--- src/lcsp_pkg.sv ---
// Shared types and constants of the lane change speed planner.
// No dependencies; every other file of the block imports it.
`default_nettype none

package lcsp_pkg;

    // Field widths
    localparam int D_W     = 11;
    localparam int V_W     = 14;
    localparam int S_W     = 19;
    localparam int PLEN_W  = 6;
    localparam int GAP_W   = 16;
    localparam int STEP_W  = 12;
    localparam int SPEED_W = 16;
    localparam int LANE_W  = 2;

    // Derived internal widths
    localparam int BAND_W  = 4;          // lane band of a lateral offset, -4..3
    localparam int DIFF_W  = S_W + 1;    // other_s - ref, signed
    localparam int SQ_W    = 2 * V_W;    // vx^2 + vy^2 <= 2^27
    localparam int SPD_W   = V_W;        // floor(sqrt(sq)) <= 11585
    localparam int PROD_W  = 20;         // path_length * speed < 2^20
    localparam int Q_W     = 14;         // product / 50 < 2^14

    // floor(x / 50) as (x * DIV50_MUL) >> DIV50_SHIFT, exact for x < 2^20
    localparam int DIV50_MUL_W = 21;
    localparam logic [DIV50_MUL_W-1:0] DIV50_MUL = 21'd1342178;
    localparam int DIV50_SHIFT = 26;

    // Register map, index = paddr[3:2]
    localparam logic [1:0] REG_FOLLOW_DISTANCE = 2'd0;
    localparam logic [1:0] REG_SPEED_STEP      = 2'd1;
    localparam logic [1:0] REG_SPEED_LIMIT     = 2'd2;

    localparam logic [GAP_W-1:0]   RST_FOLLOW_DISTANCE = 16'd1920;
    localparam logic [STEP_W-1:0]  RST_SPEED_STEP      = 12'd224;
    localparam logic [SPEED_W-1:0] RST_SPEED_LIMIT     = 16'd49500;

    // Lanes
    localparam logic [LANE_W-1:0] LANE_LEFT  = 2'd0;
    localparam logic [LANE_W-1:0] LANE_MID   = 2'd1;
    localparam logic [LANE_W-1:0] LANE_RIGHT = 2'd2;

    // Classified item, front to back
    typedef struct packed {
        logic                     car_present;
        logic                     frame_end;
        logic [PLEN_W-1:0]        path_length;
        logic signed [BAND_W-1:0] band;      // floor(d / 4 m)
        logic                     band_ok;   // d not on a lane boundary
        logic signed [DIFF_W-1:0] diff;      // other_s - ref
        logic [DIFF_W-1:0]        abs_diff;  // |other_s - ref|
        logic [SQ_W-1:0]          sq;        // vx^2 + vy^2
    } t_item;

    typedef struct packed {
        logic [GAP_W-1:0]   follow_distance;
        logic [STEP_W-1:0]  speed_step;
        logic [SPEED_W-1:0] speed_limit;
    } t_cfg;

    typedef struct packed {
        logic [LANE_W-1:0]  lane_out;
        logic [SPEED_W-1:0] target_speed;
        logic               blocked_ahead;
    } t_result;

endpackage

`default_nettype wire

--- src/lcsp_in_if.sv ---
// Input channel of the lane change speed planner: one sensed car per transaction.
// Depends on lcsp_pkg for field widths.
`default_nettype none

interface lcsp_in_if;
    import lcsp_pkg::*;

    logic                  valid;
    logic                  ready;
    logic                  car_present;
    logic                  frame_end;
    logic [S_W-1:0]        ego_s;
    logic [S_W-1:0]        path_end_s;
    logic [PLEN_W-1:0]     path_length;
    logic signed [D_W-1:0] other_d;
    logic signed [V_W-1:0] other_vx;
    logic signed [V_W-1:0] other_vy;
    logic [S_W-1:0]        other_s;

    modport source (
        output valid, car_present, frame_end, ego_s, path_end_s, path_length,
               other_d, other_vx, other_vy, other_s,
        input  ready
    );

    modport sink (
        input  valid, car_present, frame_end, ego_s, path_end_s, path_length,
               other_d, other_vx, other_vy, other_s,
        output ready
    );
endinterface

`default_nettype wire

--- src/lcsp_out_if.sv ---
// Output channel of the lane change speed planner: one decision per transaction.
// Depends on lcsp_pkg for field widths.
`default_nettype none

interface lcsp_out_if;
    import lcsp_pkg::*;

    logic               valid;
    logic               ready;
    logic [LANE_W-1:0]  lane_out;
    logic [SPEED_W-1:0] target_speed;
    logic               blocked_ahead;

    modport source (
        output valid, lane_out, target_speed, blocked_ahead,
        input  ready
    );

    modport sink (
        input  valid, lane_out, target_speed, blocked_ahead,
        output ready
    );
endinterface

`default_nettype wire

--- src/lcsp_front.sv ---
// Front end: accepts input transactions and classifies them into t_item.
// Depends on lcsp_pkg and lcsp_in_if.
`default_nettype none

module lcsp_front import lcsp_pkg::*; (
    lcsp_in_if.sink    i_in,
    input  logic       i_q_full,
    output logic       o_push,
    output t_item      o_item
);

    logic [S_W-1:0]           ref_s;
    logic signed [DIFF_W-1:0] diff;
    logic signed [SQ_W-1:0]   vx_e;
    logic signed [SQ_W-1:0]   vy_e;
    logic signed [SQ_W-1:0]   vx2;
    logic signed [SQ_W-1:0]   vy2;

    assign i_in.ready = !i_q_full;
    assign o_push     = i_in.valid && !i_q_full;

    // reference point: end of the previous path if one is left
    assign ref_s = (i_in.path_length != '0) ? i_in.path_end_s : i_in.ego_s;
    assign diff  = signed'({1'b0, i_in.other_s}) - signed'({1'b0, ref_s});

    assign vx_e = SQ_W'(i_in.other_vx);
    assign vy_e = SQ_W'(i_in.other_vy);
    assign vx2  = vx_e * vx_e;
    assign vy2  = vy_e * vy_e;

    always_comb begin
        o_item.car_present = i_in.car_present;
        o_item.frame_end   = i_in.frame_end;
        o_item.path_length = i_in.path_length;
        // lane k holds 4k m < d < 4k+4 m, 4 m = 256 units
        o_item.band        = {i_in.other_d[D_W-1], i_in.other_d[D_W-1:8]};
        o_item.band_ok     = |i_in.other_d[7:0];
        o_item.diff        = diff;
        o_item.abs_diff    = diff[DIFF_W-1] ? DIFF_W'(-diff) : DIFF_W'(diff);
        o_item.sq          = unsigned'(vx2) + unsigned'(vy2);
    end

endmodule

`default_nettype wire

--- src/lcsp_queue.sv ---
// Short FIFO of classified items between front and back.
// Depends on lcsp_pkg.
`default_nettype none

module lcsp_queue import lcsp_pkg::*; #(
    parameter int DEPTH = 2
) (
    input  logic  i_clk,
    input  logic  i_rst_n,
    input  logic  i_push,
    input  t_item i_item,
    output logic  o_full,
    input  logic  i_pop,
    output logic  o_empty,
    output t_item o_item
);

    localparam int PTR_W = (DEPTH > 1) ? $clog2(DEPTH) : 1;
    localparam int CNT_W = $clog2(DEPTH + 1);

    t_item            r_mem [DEPTH];
    logic [PTR_W-1:0] r_wr, n_wr;
    logic [PTR_W-1:0] r_rd, n_rd;
    logic [CNT_W-1:0] r_count, n_count;

    assign o_full  = (r_count == CNT_W'(DEPTH));
    assign o_empty = (r_count == '0);
    assign o_item  = r_mem[r_rd];

    always_comb begin
        n_wr    = r_wr;
        n_rd    = r_rd;
        n_count = r_count;
        if (i_push) begin
            n_wr = (r_wr == PTR_W'(DEPTH - 1)) ? '0 : r_wr + 1'b1;
        end
        if (i_pop) begin
            n_rd = (r_rd == PTR_W'(DEPTH - 1)) ? '0 : r_rd + 1'b1;
        end
        if (i_push && !i_pop) begin
            n_count = r_count + 1'b1;
        end else if (i_pop && !i_push) begin
            n_count = r_count - 1'b1;
        end
    end

    always_ff @(posedge i_clk) begin
        if (!i_rst_n) begin
            r_wr    <= '0;
            r_rd    <= '0;
            r_count <= '0;
        end else begin
            r_wr    <= n_wr;
            r_rd    <= n_rd;
            r_count <= n_count;
        end
    end

    always_ff @(posedge i_clk) begin
        if (i_push) begin
            r_mem[r_wr] <= i_item;
        end
    end

endmodule

`default_nettype wire

--- src/lcsp_back.sv ---
// Back end: serial square root, projection, flag update, lane rule and speed ramp.
// Depends on lcsp_pkg and lcsp_out_if; fed by lcsp_queue.
`default_nettype none

module lcsp_back import lcsp_pkg::*; (
    input  logic       i_clk,
    input  logic       i_rst_n,
    input  t_cfg       i_cfg,
    input  logic       i_empty,
    input  t_item      i_item,
    output logic       o_pop,
    lcsp_out_if.source o_out
);

    localparam logic [2:0] S_IDLE = 3'd0;
    localparam logic [2:0] S_SQRT = 3'd1;
    localparam logic [2:0] S_MUL  = 3'd2;
    localparam logic [2:0] S_DIV  = 3'd3;
    localparam logic [2:0] S_EVAL = 3'd4;

    localparam int DIVP_W = PROD_W + DIV50_MUL_W;
    localparam logic [SQ_W-1:0] SQRT_BIT0 = SQ_W'(1) << (SQ_W - 2);

    logic [2:0]          r_state, n_state;
    t_item               r_item, n_item;
    logic                r_ego, n_ego;
    logic [SQ_W-1:0]     r_v, n_v;
    logic [SQ_W-1:0]     r_res, n_res;
    logic [SQ_W-1:0]     r_bit, n_bit;
    logic [PROD_W-1:0]   r_prod, n_prod;
    logic [Q_W-1:0]      r_q, n_q;
    logic [LANE_W-1:0]   r_lane, n_lane;
    logic [SPEED_W-1:0]  r_speed, n_speed;
    logic                r_ahead, n_ahead;
    logic                r_left, n_left;
    logic                r_right, n_right;
    logic                r_out_valid, n_out_valid;
    t_result             r_out, n_out;

    logic signed [BAND_W-1:0] lane_s;
    logic                     pop_ego;
    logic [SQ_W:0]            trial;
    logic [DIVP_W-1:0]        div_full;
    logic signed [DIFF_W:0]   gap_fwd;
    logic                     hit_ahead;
    logic                     near_side;
    logic                     f_ahead, f_left, f_right;
    logic                     load_out;
    logic                     out_free;
    logic [SPEED_W:0]         speed_up;

    assign lane_s   = signed'({2'b00, r_lane});
    assign pop_ego  = i_item.band_ok && (i_item.band == lane_s);
    assign trial    = {1'b0, r_res} + {1'b0, r_bit};
    assign div_full = DIVP_W'(r_prod) * DIVP_W'(DIV50_MUL);
    // projected position minus reference
    assign gap_fwd  = (DIFF_W + 1)'(r_item.diff) + signed'({{(DIFF_W + 1 - Q_W){1'b0}}, r_q});
    assign out_free = !r_out_valid || o_out.ready;
    assign speed_up = {1'b0, r_speed} + (SPEED_W + 1)'(i_cfg.speed_step);

    assign hit_ahead = r_item.car_present && r_ego && (gap_fwd > 0)
                       && (gap_fwd < signed'((DIFF_W + 1)'(i_cfg.follow_distance)));
    assign near_side = r_item.car_present && r_item.band_ok
                       && (r_item.abs_diff < DIFF_W'(i_cfg.follow_distance));

    always_comb begin
        f_ahead = r_ahead || hit_ahead;
        f_left  = r_left;
        f_right = r_right;
        if (near_side) begin
            if (r_item.band == lane_s - 4'sd1) begin
                f_left = 1'b1;
            end else if (r_item.band == lane_s + 4'sd1) begin
                f_right = 1'b1;
            end
        end
    end

    assign o_pop    = (r_state == S_IDLE) && !i_empty;
    assign load_out = (r_state == S_EVAL) && r_item.frame_end && out_free;

    always_comb begin
        n_state     = r_state;
        n_item      = r_item;
        n_ego       = r_ego;
        n_v         = r_v;
        n_res       = r_res;
        n_bit       = r_bit;
        n_prod      = r_prod;
        n_q         = r_q;
        n_lane      = r_lane;
        n_speed     = r_speed;
        n_ahead     = r_ahead;
        n_left      = r_left;
        n_right     = r_right;
        n_out       = r_out;
        n_out_valid = r_out_valid && !o_out.ready;

        case (r_state)
            S_IDLE: begin
                if (!i_empty) begin
                    n_item = i_item;
                    n_ego  = pop_ego;
                    n_v    = i_item.sq;
                    n_res  = '0;
                    n_bit  = SQRT_BIT0;
                    n_q    = '0;
                    n_state = (i_item.car_present && pop_ego) ? S_SQRT : S_EVAL;
                end
            end
            S_SQRT: begin
                // one result bit per cycle
                if ({1'b0, r_v} >= trial) begin
                    n_v   = r_v - trial[SQ_W-1:0];
                    n_res = (r_res >> 1) + r_bit;
                end else begin
                    n_res = r_res >> 1;
                end
                n_bit = r_bit >> 2;
                if (r_bit[0]) begin
                    n_state = S_MUL;
                end
            end
            S_MUL: begin
                n_prod  = PROD_W'(r_item.path_length) * PROD_W'(r_res[SPD_W-1:0]);
                n_state = S_DIV;
            end
            S_DIV: begin
                n_q     = div_full[DIV50_SHIFT +: Q_W];
                n_state = S_EVAL;
            end
            S_EVAL: begin
                if (!r_item.frame_end) begin
                    n_ahead = f_ahead;
                    n_left  = f_left;
                    n_right = f_right;
                    n_state = S_IDLE;
                end else if (out_free) begin
                    if (f_ahead) begin
                        case (r_lane)
                            LANE_MID: begin
                                if (!f_left) begin
                                    n_lane = LANE_LEFT;
                                end else if (!f_right) begin
                                    n_lane = LANE_RIGHT;
                                end
                            end
                            LANE_LEFT: begin
                                if (!f_right) begin
                                    n_lane = LANE_MID;
                                end
                            end
                            default: begin
                                if (!f_left) begin
                                    n_lane = r_lane - 1'b1;
                                end
                            end
                        endcase
                        n_speed = (r_speed > SPEED_W'(i_cfg.speed_step))
                                  ? r_speed - SPEED_W'(i_cfg.speed_step) : '0;
                    end else if (r_speed < i_cfg.speed_limit) begin
                        n_speed = speed_up[SPEED_W] ? '1 : speed_up[SPEED_W-1:0];
                    end
                    n_out.lane_out      = n_lane;
                    n_out.target_speed  = n_speed;
                    n_out.blocked_ahead = f_ahead;
                    n_out_valid         = 1'b1;
                    n_ahead = 1'b0;
                    n_left  = 1'b0;
                    n_right = 1'b0;
                    n_state = S_IDLE;
                end
            end
            default: begin
                n_state = S_IDLE;
            end
        endcase
    end

    always_ff @(posedge i_clk) begin
        if (!i_rst_n) begin
            r_state     <= S_IDLE;
            r_lane      <= LANE_MID;
            r_speed     <= '0;
            r_ahead     <= 1'b0;
            r_left      <= 1'b0;
            r_right     <= 1'b0;
            r_out_valid <= 1'b0;
        end else begin
            r_state     <= n_state;
            r_lane      <= n_lane;
            r_speed     <= n_speed;
            r_ahead     <= n_ahead;
            r_left      <= n_left;
            r_right     <= n_right;
            r_out_valid <= n_out_valid;
        end
    end

    always_ff @(posedge i_clk) begin
        r_item <= n_item;
        r_ego  <= n_ego;
        r_v    <= n_v;
        r_res  <= n_res;
        r_bit  <= n_bit;
        r_prod <= n_prod;
        r_q    <= n_q;
        r_out  <= n_out;
    end

    assign o_out.valid         = r_out_valid;
    assign o_out.lane_out      = r_out.lane_out;
    assign o_out.target_speed  = r_out.target_speed;
    assign o_out.blocked_ahead = r_out.blocked_ahead;

`ifndef NO_ASSERTIONS
    a_lane_range: assert property (@(posedge i_clk) disable iff (!i_rst_n)
        r_lane != 2'd3)
        else $error("lane register out of range");

    a_speed_only_on_result: assert property (@(posedge i_clk) disable iff (!i_rst_n)
        !load_out |=> $stable(r_speed))
        else $error("speed changed without a decision");

    a_flags_cleared: assert property (@(posedge i_clk) disable iff (!i_rst_n)
        load_out |=> (!r_ahead && !r_left && !r_right))
        else $error("frame flags not cleared after decision");

    a_pop_idle: assert property (@(posedge i_clk) disable iff (!i_rst_n)
        o_pop |=> (r_state != S_IDLE))
        else $error("back end stayed idle after taking an item");
`endif

endmodule

`default_nettype wire

--- src/lane_change_speed_planner.sv ---
// An item in the ego lane goes queue write, pop, 14 square root steps, multiply,
// divide by 50 and evaluate on its way to its decision; any other item goes from
// pop straight to evaluate. The back end, with its serial square root unit, takes
// a new item only when done with the last; a frame end waits for a free output.
// Reset: synchronous, active low; lane 1, speed 0, flags and queue cleared,
// registers back to 30 m gap, 0.224 mph step, 49.5 mph limit.
`default_nettype none

module lane_change_speed_planner import lcsp_pkg::*; #(
    parameter int QUEUE_DEPTH = 2
) (
    input  logic        i_clk,
    input  logic        i_rst_n,
    lcsp_in_if.sink     i_in,
    lcsp_out_if.source  o_out,
    // APB configuration port
    input  logic        psel,
    input  logic        penable,
    input  logic        pwrite,
    input  logic [3:0]  paddr,
    input  logic [31:0] pwdata,
    output logic [31:0] prdata,
    output logic        pready
);

    // Configuration registers, written by the user only while the planner is idle; the block does not enforce it.
    logic [GAP_W-1:0]   r_follow_distance;
    logic [STEP_W-1:0]  r_speed_step;
    logic [SPEED_W-1:0] r_speed_limit;

    logic  cfg_wr;
    t_cfg  cfg;

    // Front to queue to back
    logic  q_push;
    logic  q_full;
    logic  q_pop;
    logic  q_empty;
    t_item front_item;
    t_item back_item;

    assign pready = 1'b1;
    assign cfg_wr = psel && penable && pwrite;

    always_ff @(posedge i_clk) begin
        if (!i_rst_n) begin
            r_follow_distance <= RST_FOLLOW_DISTANCE;
            r_speed_step      <= RST_SPEED_STEP;
            r_speed_limit     <= RST_SPEED_LIMIT;
        end else if (cfg_wr) begin
            case (paddr[3:2])
                REG_FOLLOW_DISTANCE: r_follow_distance <= pwdata[GAP_W-1:0];
                REG_SPEED_STEP:      r_speed_step      <= pwdata[STEP_W-1:0];
                REG_SPEED_LIMIT:     r_speed_limit     <= pwdata[SPEED_W-1:0];
                default: begin
                    // unmapped address, write dropped
                end
            endcase
        end
    end

    always_comb begin
        case (paddr[3:2])
            REG_FOLLOW_DISTANCE: prdata = 32'(r_follow_distance);
            REG_SPEED_STEP:      prdata = 32'(r_speed_step);
            REG_SPEED_LIMIT:     prdata = 32'(r_speed_limit);
            default:             prdata = '0;
        endcase
    end

    assign cfg.follow_distance = r_follow_distance;
    assign cfg.speed_step      = r_speed_step;
    assign cfg.speed_limit     = r_speed_limit;

    // Front: takes each transaction, picks the reference point, finds the
    // lane band, the gap to the reference and the squared speed.
    lcsp_front u_front (
        .i_in     (i_in),
        .i_q_full (q_full),
        .o_push   (q_push),
        .o_item   (front_item)
    );

    // Queue decouples intake from the multi-cycle back end.
    lcsp_queue #(
        .DEPTH (QUEUE_DEPTH)
    ) u_queue (
        .i_clk   (i_clk),
        .i_rst_n (i_rst_n),
        .i_push  (q_push),
        .i_item  (front_item),
        .o_full  (q_full),
        .i_pop   (q_pop),
        .o_empty (q_empty),
        .o_item  (back_item)
    );

    // Back: square root and projection for ego-lane cars, frame flags,
    // lane change rule and speed ramp; the result register on o_out lets the back
    // end go on with items that close no frame while a decision waits.
    lcsp_back u_back (
        .i_clk   (i_clk),
        .i_rst_n (i_rst_n),
        .i_cfg   (cfg),
        .i_empty (q_empty),
        .i_item  (back_item),
        .o_pop   (q_pop),
        .o_out   (o_out)
    );

endmodule

`default_nettype wire

--- src/flat_wrapper.sv ---
// flat-port wrapper written by rule: the top's interface ports become plain ports
module lane_change_speed_planner_flat import lcsp_pkg::*;
#(
    parameter int QUEUE_DEPTH = 2
)
  (i_clk, i_rst_n, psel, penable, pwrite, paddr, pwdata, prdata, pready, i_in_valid, i_in_car_present, i_in_frame_end, i_in_ego_s, i_in_path_end_s, i_in_path_length, i_in_other_d, i_in_other_vx, i_in_other_vy, i_in_other_s, i_in_ready, o_out_valid, o_out_lane_out, o_out_target_speed, o_out_blocked_ahead, o_out_ready);
  lcsp_in_if i_in_i ();
  lcsp_out_if o_out_i ();
  input  logic i_clk;
  input  logic i_rst_n;
  input  logic psel;
  input  logic penable;
  input  logic pwrite;
  input  logic [3:0] paddr;
  input  logic [31:0] pwdata;
  output logic [31:0] prdata;
  output logic pready;
  input wire logic [$bits(i_in_i.valid)-1:0] i_in_valid;
  input wire logic [$bits(i_in_i.car_present)-1:0] i_in_car_present;
  input wire logic [$bits(i_in_i.frame_end)-1:0] i_in_frame_end;
  input wire logic [$bits(i_in_i.ego_s)-1:0] i_in_ego_s;
  input wire logic [$bits(i_in_i.path_end_s)-1:0] i_in_path_end_s;
  input wire logic [$bits(i_in_i.path_length)-1:0] i_in_path_length;
  input wire logic [$bits(i_in_i.other_d)-1:0] i_in_other_d;
  input wire logic [$bits(i_in_i.other_vx)-1:0] i_in_other_vx;
  input wire logic [$bits(i_in_i.other_vy)-1:0] i_in_other_vy;
  input wire logic [$bits(i_in_i.other_s)-1:0] i_in_other_s;
  output wire logic [$bits(i_in_i.ready)-1:0] i_in_ready;
  output wire logic [$bits(o_out_i.valid)-1:0] o_out_valid;
  output wire logic [$bits(o_out_i.lane_out)-1:0] o_out_lane_out;
  output wire logic [$bits(o_out_i.target_speed)-1:0] o_out_target_speed;
  output wire logic [$bits(o_out_i.blocked_ahead)-1:0] o_out_blocked_ahead;
  input wire logic [$bits(o_out_i.ready)-1:0] o_out_ready;
  assign i_in_i.valid = i_in_valid;
  assign i_in_i.car_present = i_in_car_present;
  assign i_in_i.frame_end = i_in_frame_end;
  assign i_in_i.ego_s = i_in_ego_s;
  assign i_in_i.path_end_s = i_in_path_end_s;
  assign i_in_i.path_length = i_in_path_length;
  assign i_in_i.other_d = i_in_other_d;
  assign i_in_i.other_vx = i_in_other_vx;
  assign i_in_i.other_vy = i_in_other_vy;
  assign i_in_i.other_s = i_in_other_s;
  assign i_in_ready = i_in_i.ready;
  assign o_out_valid = o_out_i.valid;
  assign o_out_lane_out = o_out_i.lane_out;
  assign o_out_target_speed = o_out_i.target_speed;
  assign o_out_blocked_ahead = o_out_i.blocked_ahead;
  assign o_out_i.ready = o_out_ready;
  lane_change_speed_planner #(.QUEUE_DEPTH(QUEUE_DEPTH)) u_core (.i_clk(i_clk), .i_rst_n(i_rst_n), .i_in(i_in_i), .o_out(o_out_i), .psel(psel), .penable(penable), .pwrite(pwrite), .paddr(paddr), .pwdata(pwdata), .prdata(prdata), .pready(pready));
endmodule
--- config.mk ---
export PLATFORM = sky130hd
export DESIGN_NAME = lane_change_speed_planner_flat
export DESIGN_NICKNAME = d
export VERILOG_FILES = /design/src/lcsp_pkg.sv /design/src/lcsp_in_if.sv /design/src/lcsp_out_if.sv /design/src/lcsp_front.sv /design/src/lcsp_queue.sv /design/src/lcsp_back.sv /design/src/lane_change_speed_planner.sv /design/src/flat_wrapper.sv
export SDC_FILE = /design/constraint.sdc
export NUM_CORES = 2
export LEC_CHECK = 0
export BUFFER_PORTS_ARGS = -buffer_cell sky130_fd_sc_hd__buf_4
export CELL_PAD_IN_SITES_DETAIL_PLACEMENT = 0
export CELL_PAD_IN_SITES_GLOBAL_PLACEMENT = 1
export CORE_MARGIN = 5
export CORE_UTILIZATION = 45
export DETAILED_ROUTE_END_ITERATION = 8
export GPL_ROUTABILITY_DRIVEN = 0
export PLACE_DENSITY_LB_ADDON = 0.1
export SLEW_MARGIN = 15
export SYNTH_ARGS = -nofsm -noshare
export SYNTH_HDL_FRONTEND = slang
export SYNTH_SLANG_ARGS = --single-unit
--- constraint.sdc ---
create_clock -name i_clk -period 7.9 [get_ports i_clk]
set_clock_uncertainty 0.05 [all_clocks]
set_input_delay 0 -clock i_clk [delete_from_list [all_inputs] [get_ports i_clk]]
set_output_delay 0 -clock i_clk [all_outputs]
set_load 0.02 [all_outputs]
==> impl_metrics.prom <==
# TYPE chip_impl_metric gauge
chip_impl_metric{name="grt_antenna_before_repair",unit=""} 0
chip_impl_metric{name="clock.fmax",unit="GHz"} 0.1379
chip_impl_metric{name="yosys.area_share.xor_xnor",unit="%"} 4.057
chip_impl_metric{name="ys_async_sr_fraction",unit="%"} 0
chip_impl_info{name="clk_root_buffer_cell",value="sky130_fd_sc_hd__clkbuf_16"} 1
chip_impl_metric{name="post_synth_fa_ha_maj_area_fraction",unit="%"} 40.92
chip_impl_metric{name="n_antenna_cell",unit=""} 0
chip_impl_metric{name="detail-route-antenna-nets",unit=""} 0
chip_impl_metric{name="grt_pass1_wl",unit="microns"} 172600
chip_impl_metric{name="synth-edff-count",unit=""} 333
chip_impl_info{name="hp-start",value="paddr[2]"} 1
chip_impl_metric{name="cts-buffers-inserted",unit=""} 46
chip_impl_metric{name="synth_cells",unit=""} 4367
chip_impl_info{name="ys.flop_type",value="sky130_fd_sc_hd__edfxtp_1"} 1
chip_impl_metric{name="syn_area_per_cell",unit="sq um"} 10.38
chip_impl_metric{name="grt_start_max_net_pins",unit=""} 68
chip_impl_metric{name="setup_viol",unit=""} 0
chip_impl_metric{name="placement_rows",unit=""} 116
chip_impl_metric{name="timing.max_cap.violations",unit=""} 0
chip_impl_metric{name="yosys_warnings",unit=""} 0
chip_impl_metric{name="routed_via_density",unit=""} 5.088
chip_impl_metric{name="finalCriticalPeriod",unit="ns"} 7.253
chip_impl_metric{name="drt_iter0_drc",unit=""} 1290
chip_impl_metric{name="grtUsageTotal",unit="%"} 19.99
chip_impl_metric{name="design.die.area",unit="sq um"} 107200
chip_impl_metric{name="routed_wire_length_per_instance",unit="microns"} 18.02
chip_impl_metric{name="dr_total_vias",unit=""} 29968
chip_impl_metric{name="htreeDepth",unit=""} 2
chip_impl_metric{name="routed_wl",unit="microns"} 106100
chip_impl_metric{name="top_level_ports",unit=""} 201
chip_impl_info{name="status",value="complete, no violations"} 1
chip_impl_metric{name="post_synth_num_cell_types",unit=""} 81
chip_impl_metric{name="dp.cells",unit=""} 5741
chip_impl_metric{name="total_number_of_clock_tree_sinks",unit=""} 407
chip_impl_metric{name="synth-simple-area-share",unit="%"} 10.44
chip_impl_metric{name="clkSlewWorstSetupHoldPaths",unit="ns"} 0.06
chip_impl_metric{name="seq_area_frac_synth",unit="%"} 25.32
chip_impl_metric{name="dp.final_hpwl",unit="microns"} 86110
chip_impl_metric{name="clock_tree.buffer_depth",unit=""} 3
chip_impl_metric{name="worstPathRequired",unit="ns"} 8.19
chip_impl_info{name="tritoncts_clock_tree",value="done"} 1
chip_impl_metric{name="worstPathMaxFanout",unit=""} 9
chip_impl_metric{name="fraction_of_the_mapped_netlist_area_in_compound_gates",unit="%"} 8.465
chip_impl_metric{name="floorplan.initialDensity",unit="%"} 45.33
chip_impl_info{name="worstSetupPathType",value="reg -> reg"} 1
chip_impl_metric{name="worstMarginPinSlew",unit="ns"} 1.120
chip_impl_metric{name="layout.nets",unit=""} 5823
chip_impl_metric{name="die_h",unit="microns"} 327.4
chip_impl_metric{name="route.detailed.drc",unit=""} 0
chip_impl_info{name="start_kind",value="register"} 1
chip_impl_metric{name="drive_gt1_share",unit="%"} 8.275
chip_impl_metric{name="instances_no_fill",unit=""} 5890
chip_impl_metric{name="fp.coreArea",unit="sq um"} 100000
chip_impl_info{name="worstReg2RegStart",value="u_core.u_back.r_prod[8]$_DFFE_PN_"} 1
chip_impl_info{name="grt_setup_unrepaired",value="false"} 1
chip_impl_metric{name="timing.final.crit_share",unit="%"} 91.82
chip_impl_metric{name="die_width",unit="microns"} 327.4
chip_impl_info{name="synth_top_family_by_area",value="adder cells"} 1
chip_impl_metric{name="clock_latency",unit="ns"} 0.61
chip_impl_metric{name="dr.pass1.iters",unit=""} 5
chip_impl_metric{name="timing.max_slew.rel_slack",unit="%"} 25.29
chip_impl_info{name="worst_hold_path_type",value="in -> reg"} 1
chip_impl_metric{name="hold_viol_final",unit=""} 0
chip_impl_metric{name="number_of_global_route_vias_before_repair",unit=""} 31788
chip_impl_metric{name="cts_setup_buffers",unit=""} 0
chip_impl_metric{name="post-route-util",unit="%"} 50.18
chip_impl_metric{name="mux_share_of_post_synthesis_cell_area",unit="%"} 3.058
chip_impl_metric{name="finalMaxSlewViolations",unit=""} 0
chip_impl_metric{name="ys_ff_latch",unit=""} 407
chip_impl_metric{name="grt.overflow.total",unit=""} 0
chip_impl_metric{name="place_area",unit="sq um"} 48000
chip_impl_metric{name="syn2layout_area_growth",unit="%"} 10.68
chip_impl_metric{name="port-buffer-count",unit=""} 165
chip_impl_metric{name="critical_path_arrival",unit="ns"} 7.54
chip_impl_metric{name="post-route-cell-area",unit="sq um"} 50180
chip_impl_metric{name="final.setup.tns",unit="ns"} 0
chip_impl_info{name="critPathLaunch",value="u_core.u_back.r_prod[8]$_DFFE_PN_"} 1
chip_impl_info{name="worst_setup_path_end_kind",value="register"} 1
chip_impl_metric{name="synthesis.area",unit="sq um"} 45330
## cell usage in the layout (no fill, tap or decap), types with 11 or more instances in the layout
cell	instances
sky130_fd_sc_hd__a211oi_1	32
sky130_fd_sc_hd__a21o_1	52
sky130_fd_sc_hd__a21oi_1	152
sky130_fd_sc_hd__a31oi_1	24
sky130_fd_sc_hd__and2_1	115
sky130_fd_sc_hd__and3_1	22
sky130_fd_sc_hd__buf_4	206
sky130_fd_sc_hd__clkbuf_16	47
sky130_fd_sc_hd__clkinv_1	13
sky130_fd_sc_hd__conb_1	17
sky130_fd_sc_hd__dfxtp_1	73
sky130_fd_sc_hd__dlygate4sd3_1	63
sky130_fd_sc_hd__edfxtp_1	333
sky130_fd_sc_hd__fa_1	601
sky130_fd_sc_hd__ha_1	521
sky130_fd_sc_hd__inv_1	761
sky130_fd_sc_hd__mux2_2	60
sky130_fd_sc_hd__mux2i_1	71
sky130_fd_sc_hd__nand2_1	371
sky130_fd_sc_hd__nand2b_1	30
sky130_fd_sc_hd__nand3_1	49
sky130_fd_sc_hd__nand4_1	24
sky130_fd_sc_hd__nor2_1	195
sky130_fd_sc_hd__nor2b_1	43
sky130_fd_sc_hd__nor3_1	71
sky130_fd_sc_hd__nor4_1	11
sky130_fd_sc_hd__o211ai_1	25
sky130_fd_sc_hd__o21a_1	35
sky130_fd_sc_hd__o21ai_0	124
sky130_fd_sc_hd__o21bai_1	29
sky130_fd_sc_hd__or3_1	21
sky130_fd_sc_hd__xnor2_1	145
sky130_fd_sc_hd__xor2_1	65
## stage by stage
step                setup WS (ns)  hold slack (ns)
global route               0.1756          0.04930
finish                     0.6466          0.06671
global placement           0.3359           0.1351
CTS                        0.5806          0.03036
floorplan                  0.6770          0.04887
detailed placement         0.3115           0.1431
## layer usage
layer  up-vias  share of wire (%)  global-route usage, %
met5         -                  0                      0
met4         0                2.0                  4.035
met3       104                2.5                  1.791
met2       350                 50                  36.11
met1     14726                 45                  26.41
li1      14788                  -                      -
## cell usage after synthesis, types with 6 or more instances
| cell type | count | area share, % |
|---|---|---|
| sky130_fd_sc_hd__a21oi_1 | 152 | 1.7 |
| sky130_fd_sc_hd__or2_2 | 8 | 0.11 |
| sky130_fd_sc_hd__nand3b_1 | 7 | 0.12 |
| sky130_fd_sc_hd__o211ai_1 | 25 | 0.41 |
| sky130_fd_sc_hd__nor2_1 | 196 | 1.6 |
| sky130_fd_sc_hd__buf_4 | 18 | 0.30 |
| sky130_fd_sc_hd__clkbuf_1 | 109 | 0.90 |
| sky130_fd_sc_hd__nand2b_1 | 30 | 0.41 |
| sky130_fd_sc_hd__o211a_1 | 6 | 0.13 |
| sky130_fd_sc_hd__nor2b_1 | 43 | 0.59 |
| sky130_fd_sc_hd__o41ai_1 | 7 | 0.14 |
| sky130_fd_sc_hd__edfxtp_1 | 333 | 22 |
| sky130_fd_sc_hd__a31oi_1 | 24 | 0.33 |
| sky130_fd_sc_hd__o31ai_1 | 9 | 0.15 |
| sky130_fd_sc_hd__xnor2_1 | 145 | 2.8 |
| sky130_fd_sc_hd__o21a_1 | 35 | 0.58 |
| sky130_fd_sc_hd__ha_1 | 521 | 14 |
| sky130_fd_sc_hd__nand4_1 | 24 | 0.33 |
| sky130_fd_sc_hd__and2_1 | 115 | 1.6 |
| sky130_fd_sc_hd__a21o_1 | 52 | 0.86 |
| sky130_fd_sc_hd__fa_1 | 601 | 27 |
| sky130_fd_sc_hd__a31o_2 | 9 | 0.17 |
| sky130_fd_sc_hd__nor3b_1 | 7 | 0.12 |
| sky130_fd_sc_hd__nand3_1 | 49 | 0.54 |
| sky130_fd_sc_hd__or4_1 | 7 | 0.12 |
| sky130_fd_sc_hd__a2111oi_0 | 6 | 0.12 |
| sky130_fd_sc_hd__dfxtp_1 | 74 | 3.3 |
| sky130_fd_sc_hd__and3_1 | 24 | 0.33 |
| sky130_fd_sc_hd__nor3_1 | 73 | 0.81 |
| sky130_fd_sc_hd__nor4_1 | 11 | 0.15 |
| sky130_fd_sc_hd__o21ai_0 | 125 | 1.4 |
| sky130_fd_sc_hd__buf_1 | 15 | 0.12 |
| sky130_fd_sc_hd__or3_1 | 21 | 0.29 |
| sky130_fd_sc_hd__nand2_1 | 372 | 3.1 |
| sky130_fd_sc_hd__o21bai_1 | 29 | 0.48 |
| sky130_fd_sc_hd__inv_1 | 762 | 6.3 |
| sky130_fd_sc_hd__a211o_1 | 9 | 0.17 |
| sky130_fd_sc_hd__xor2_1 | 65 | 1.3 |
| sky130_fd_sc_hd__mux2i_1 | 71 | 1.6 |
| sky130_fd_sc_hd__o31a_1 | 6 | 0.12 |
| sky130_fd_sc_hd__a211oi_1 | 32 | 0.53 |
| sky130_fd_sc_hd__mux2_2 | 60 | 1.5 |
## what timing repair did
item,4_1_cts,5_1_grt
endpoints found under the hold margin,129,0
setup endpoints to repair,0,0
resized for setup,0,0
hold buffers,63,0
## worst max-delay path, stage by stage (launching register included)
cell	delay [ns]
sky130_fd_sc_hd__edfxtp_1	0.73
sky130_fd_sc_hd__ha_1	0.37
sky130_fd_sc_hd__fa_1	0.52
sky130_fd_sc_hd__inv_1	0.06
sky130_fd_sc_hd__fa_1	0.46
sky130_fd_sc_hd__fa_1	0.50
sky130_fd_sc_hd__inv_1	0.06
sky130_fd_sc_hd__fa_1	0.54
sky130_fd_sc_hd__fa_1	0.56
sky130_fd_sc_hd__fa_1	0.51
sky130_fd_sc_hd__ha_1	0.34
sky130_fd_sc_hd__a21oi_1	0.16
sky130_fd_sc_hd__o21ai_0	0.09
sky130_fd_sc_hd__a221oi_1	0.40
sky130_fd_sc_hd__o21ai_0	0.28
sky130_fd_sc_hd__o2111ai_1	0.30
sky130_fd_sc_hd__a31oi_1	0.20
sky130_fd_sc_hd__a211oi_1	0.36
sky130_fd_sc_hd__o21bai_1	0.14
sky130_fd_sc_hd__a21oi_1	0.19
sky130_fd_sc_hd__xnor2_1	0.14
sky130_fd_sc_hd__nor2_1	0.06
## path summary, 6_finish.rpt
| path | end | slack (ns) | cells after the start |
|---|---|---|---|
| worst min register to register | u_core.r_speed_limit[7]$_SDFFE_PN0P_ | 0.43 | 2 |
| worst min-delay path | u_core.r_speed_limit[5]$_SDFFE_PN0P_ | 0.07 | 4 |
| worst max-delay path | u_core.u_back.r_q[13]$_SDFFCE_PN0P_ | 0.65 | 21 |
| worst max register to register | u_core.u_back.r_q[13]$_SDFFCE_PN0P_ | 0.65 | 21 |
## final cells by class
type	count	area, sq um
tap	1298	1624
fill	9288	49820
clock inverter	37	366.6
timing repair buffer	269	2177
multi-input combinational	3062	30460
clock buffer	49	1184
inverter	768	2883
sequential	407	11480
## state kept, by name, indices dropped and copies added (netlist names), 2 cells and up, named ones only
signal / flops
u_core.r_follow_distance: 16
u_core.r_speed_limit: 16
u_core.r_speed_step: 12
u_core.u_back.o_out.lane_out: 2
u_core.u_back.o_out.target_speed: 16
u_core.u_back.r_bit: 14
u_core.u_back.r_item: 51
u_core.u_back.r_lane: 2
u_core.u_back.r_prod: 20
u_core.u_back.r_q: 14
u_core.u_back.r_res: 28
u_core.u_back.r_speed: 16
u_core.u_back.r_state: 3
u_core.u_back.r_v: 28
u_core.u_queue.r_count: 2
u_core.u_queue.r_mem: 158
## cells by family (layout without fill, tap and decap cells)
logic type                 Yosys count  in the layout
xor gates and xnor gates           210            210
DFF                                407            407
other                                2             17
muxes                              131            131
adders and majority gates         1122           1122
AOI/OAI and AO/OA                  583            583
buffers and inverters              913           1123
and+or+nand+nor                    999            999
Power is left out: the tool's default activity adds up to more than one toggle a clock period on the data nets, which glitch-free logic cannot reach.
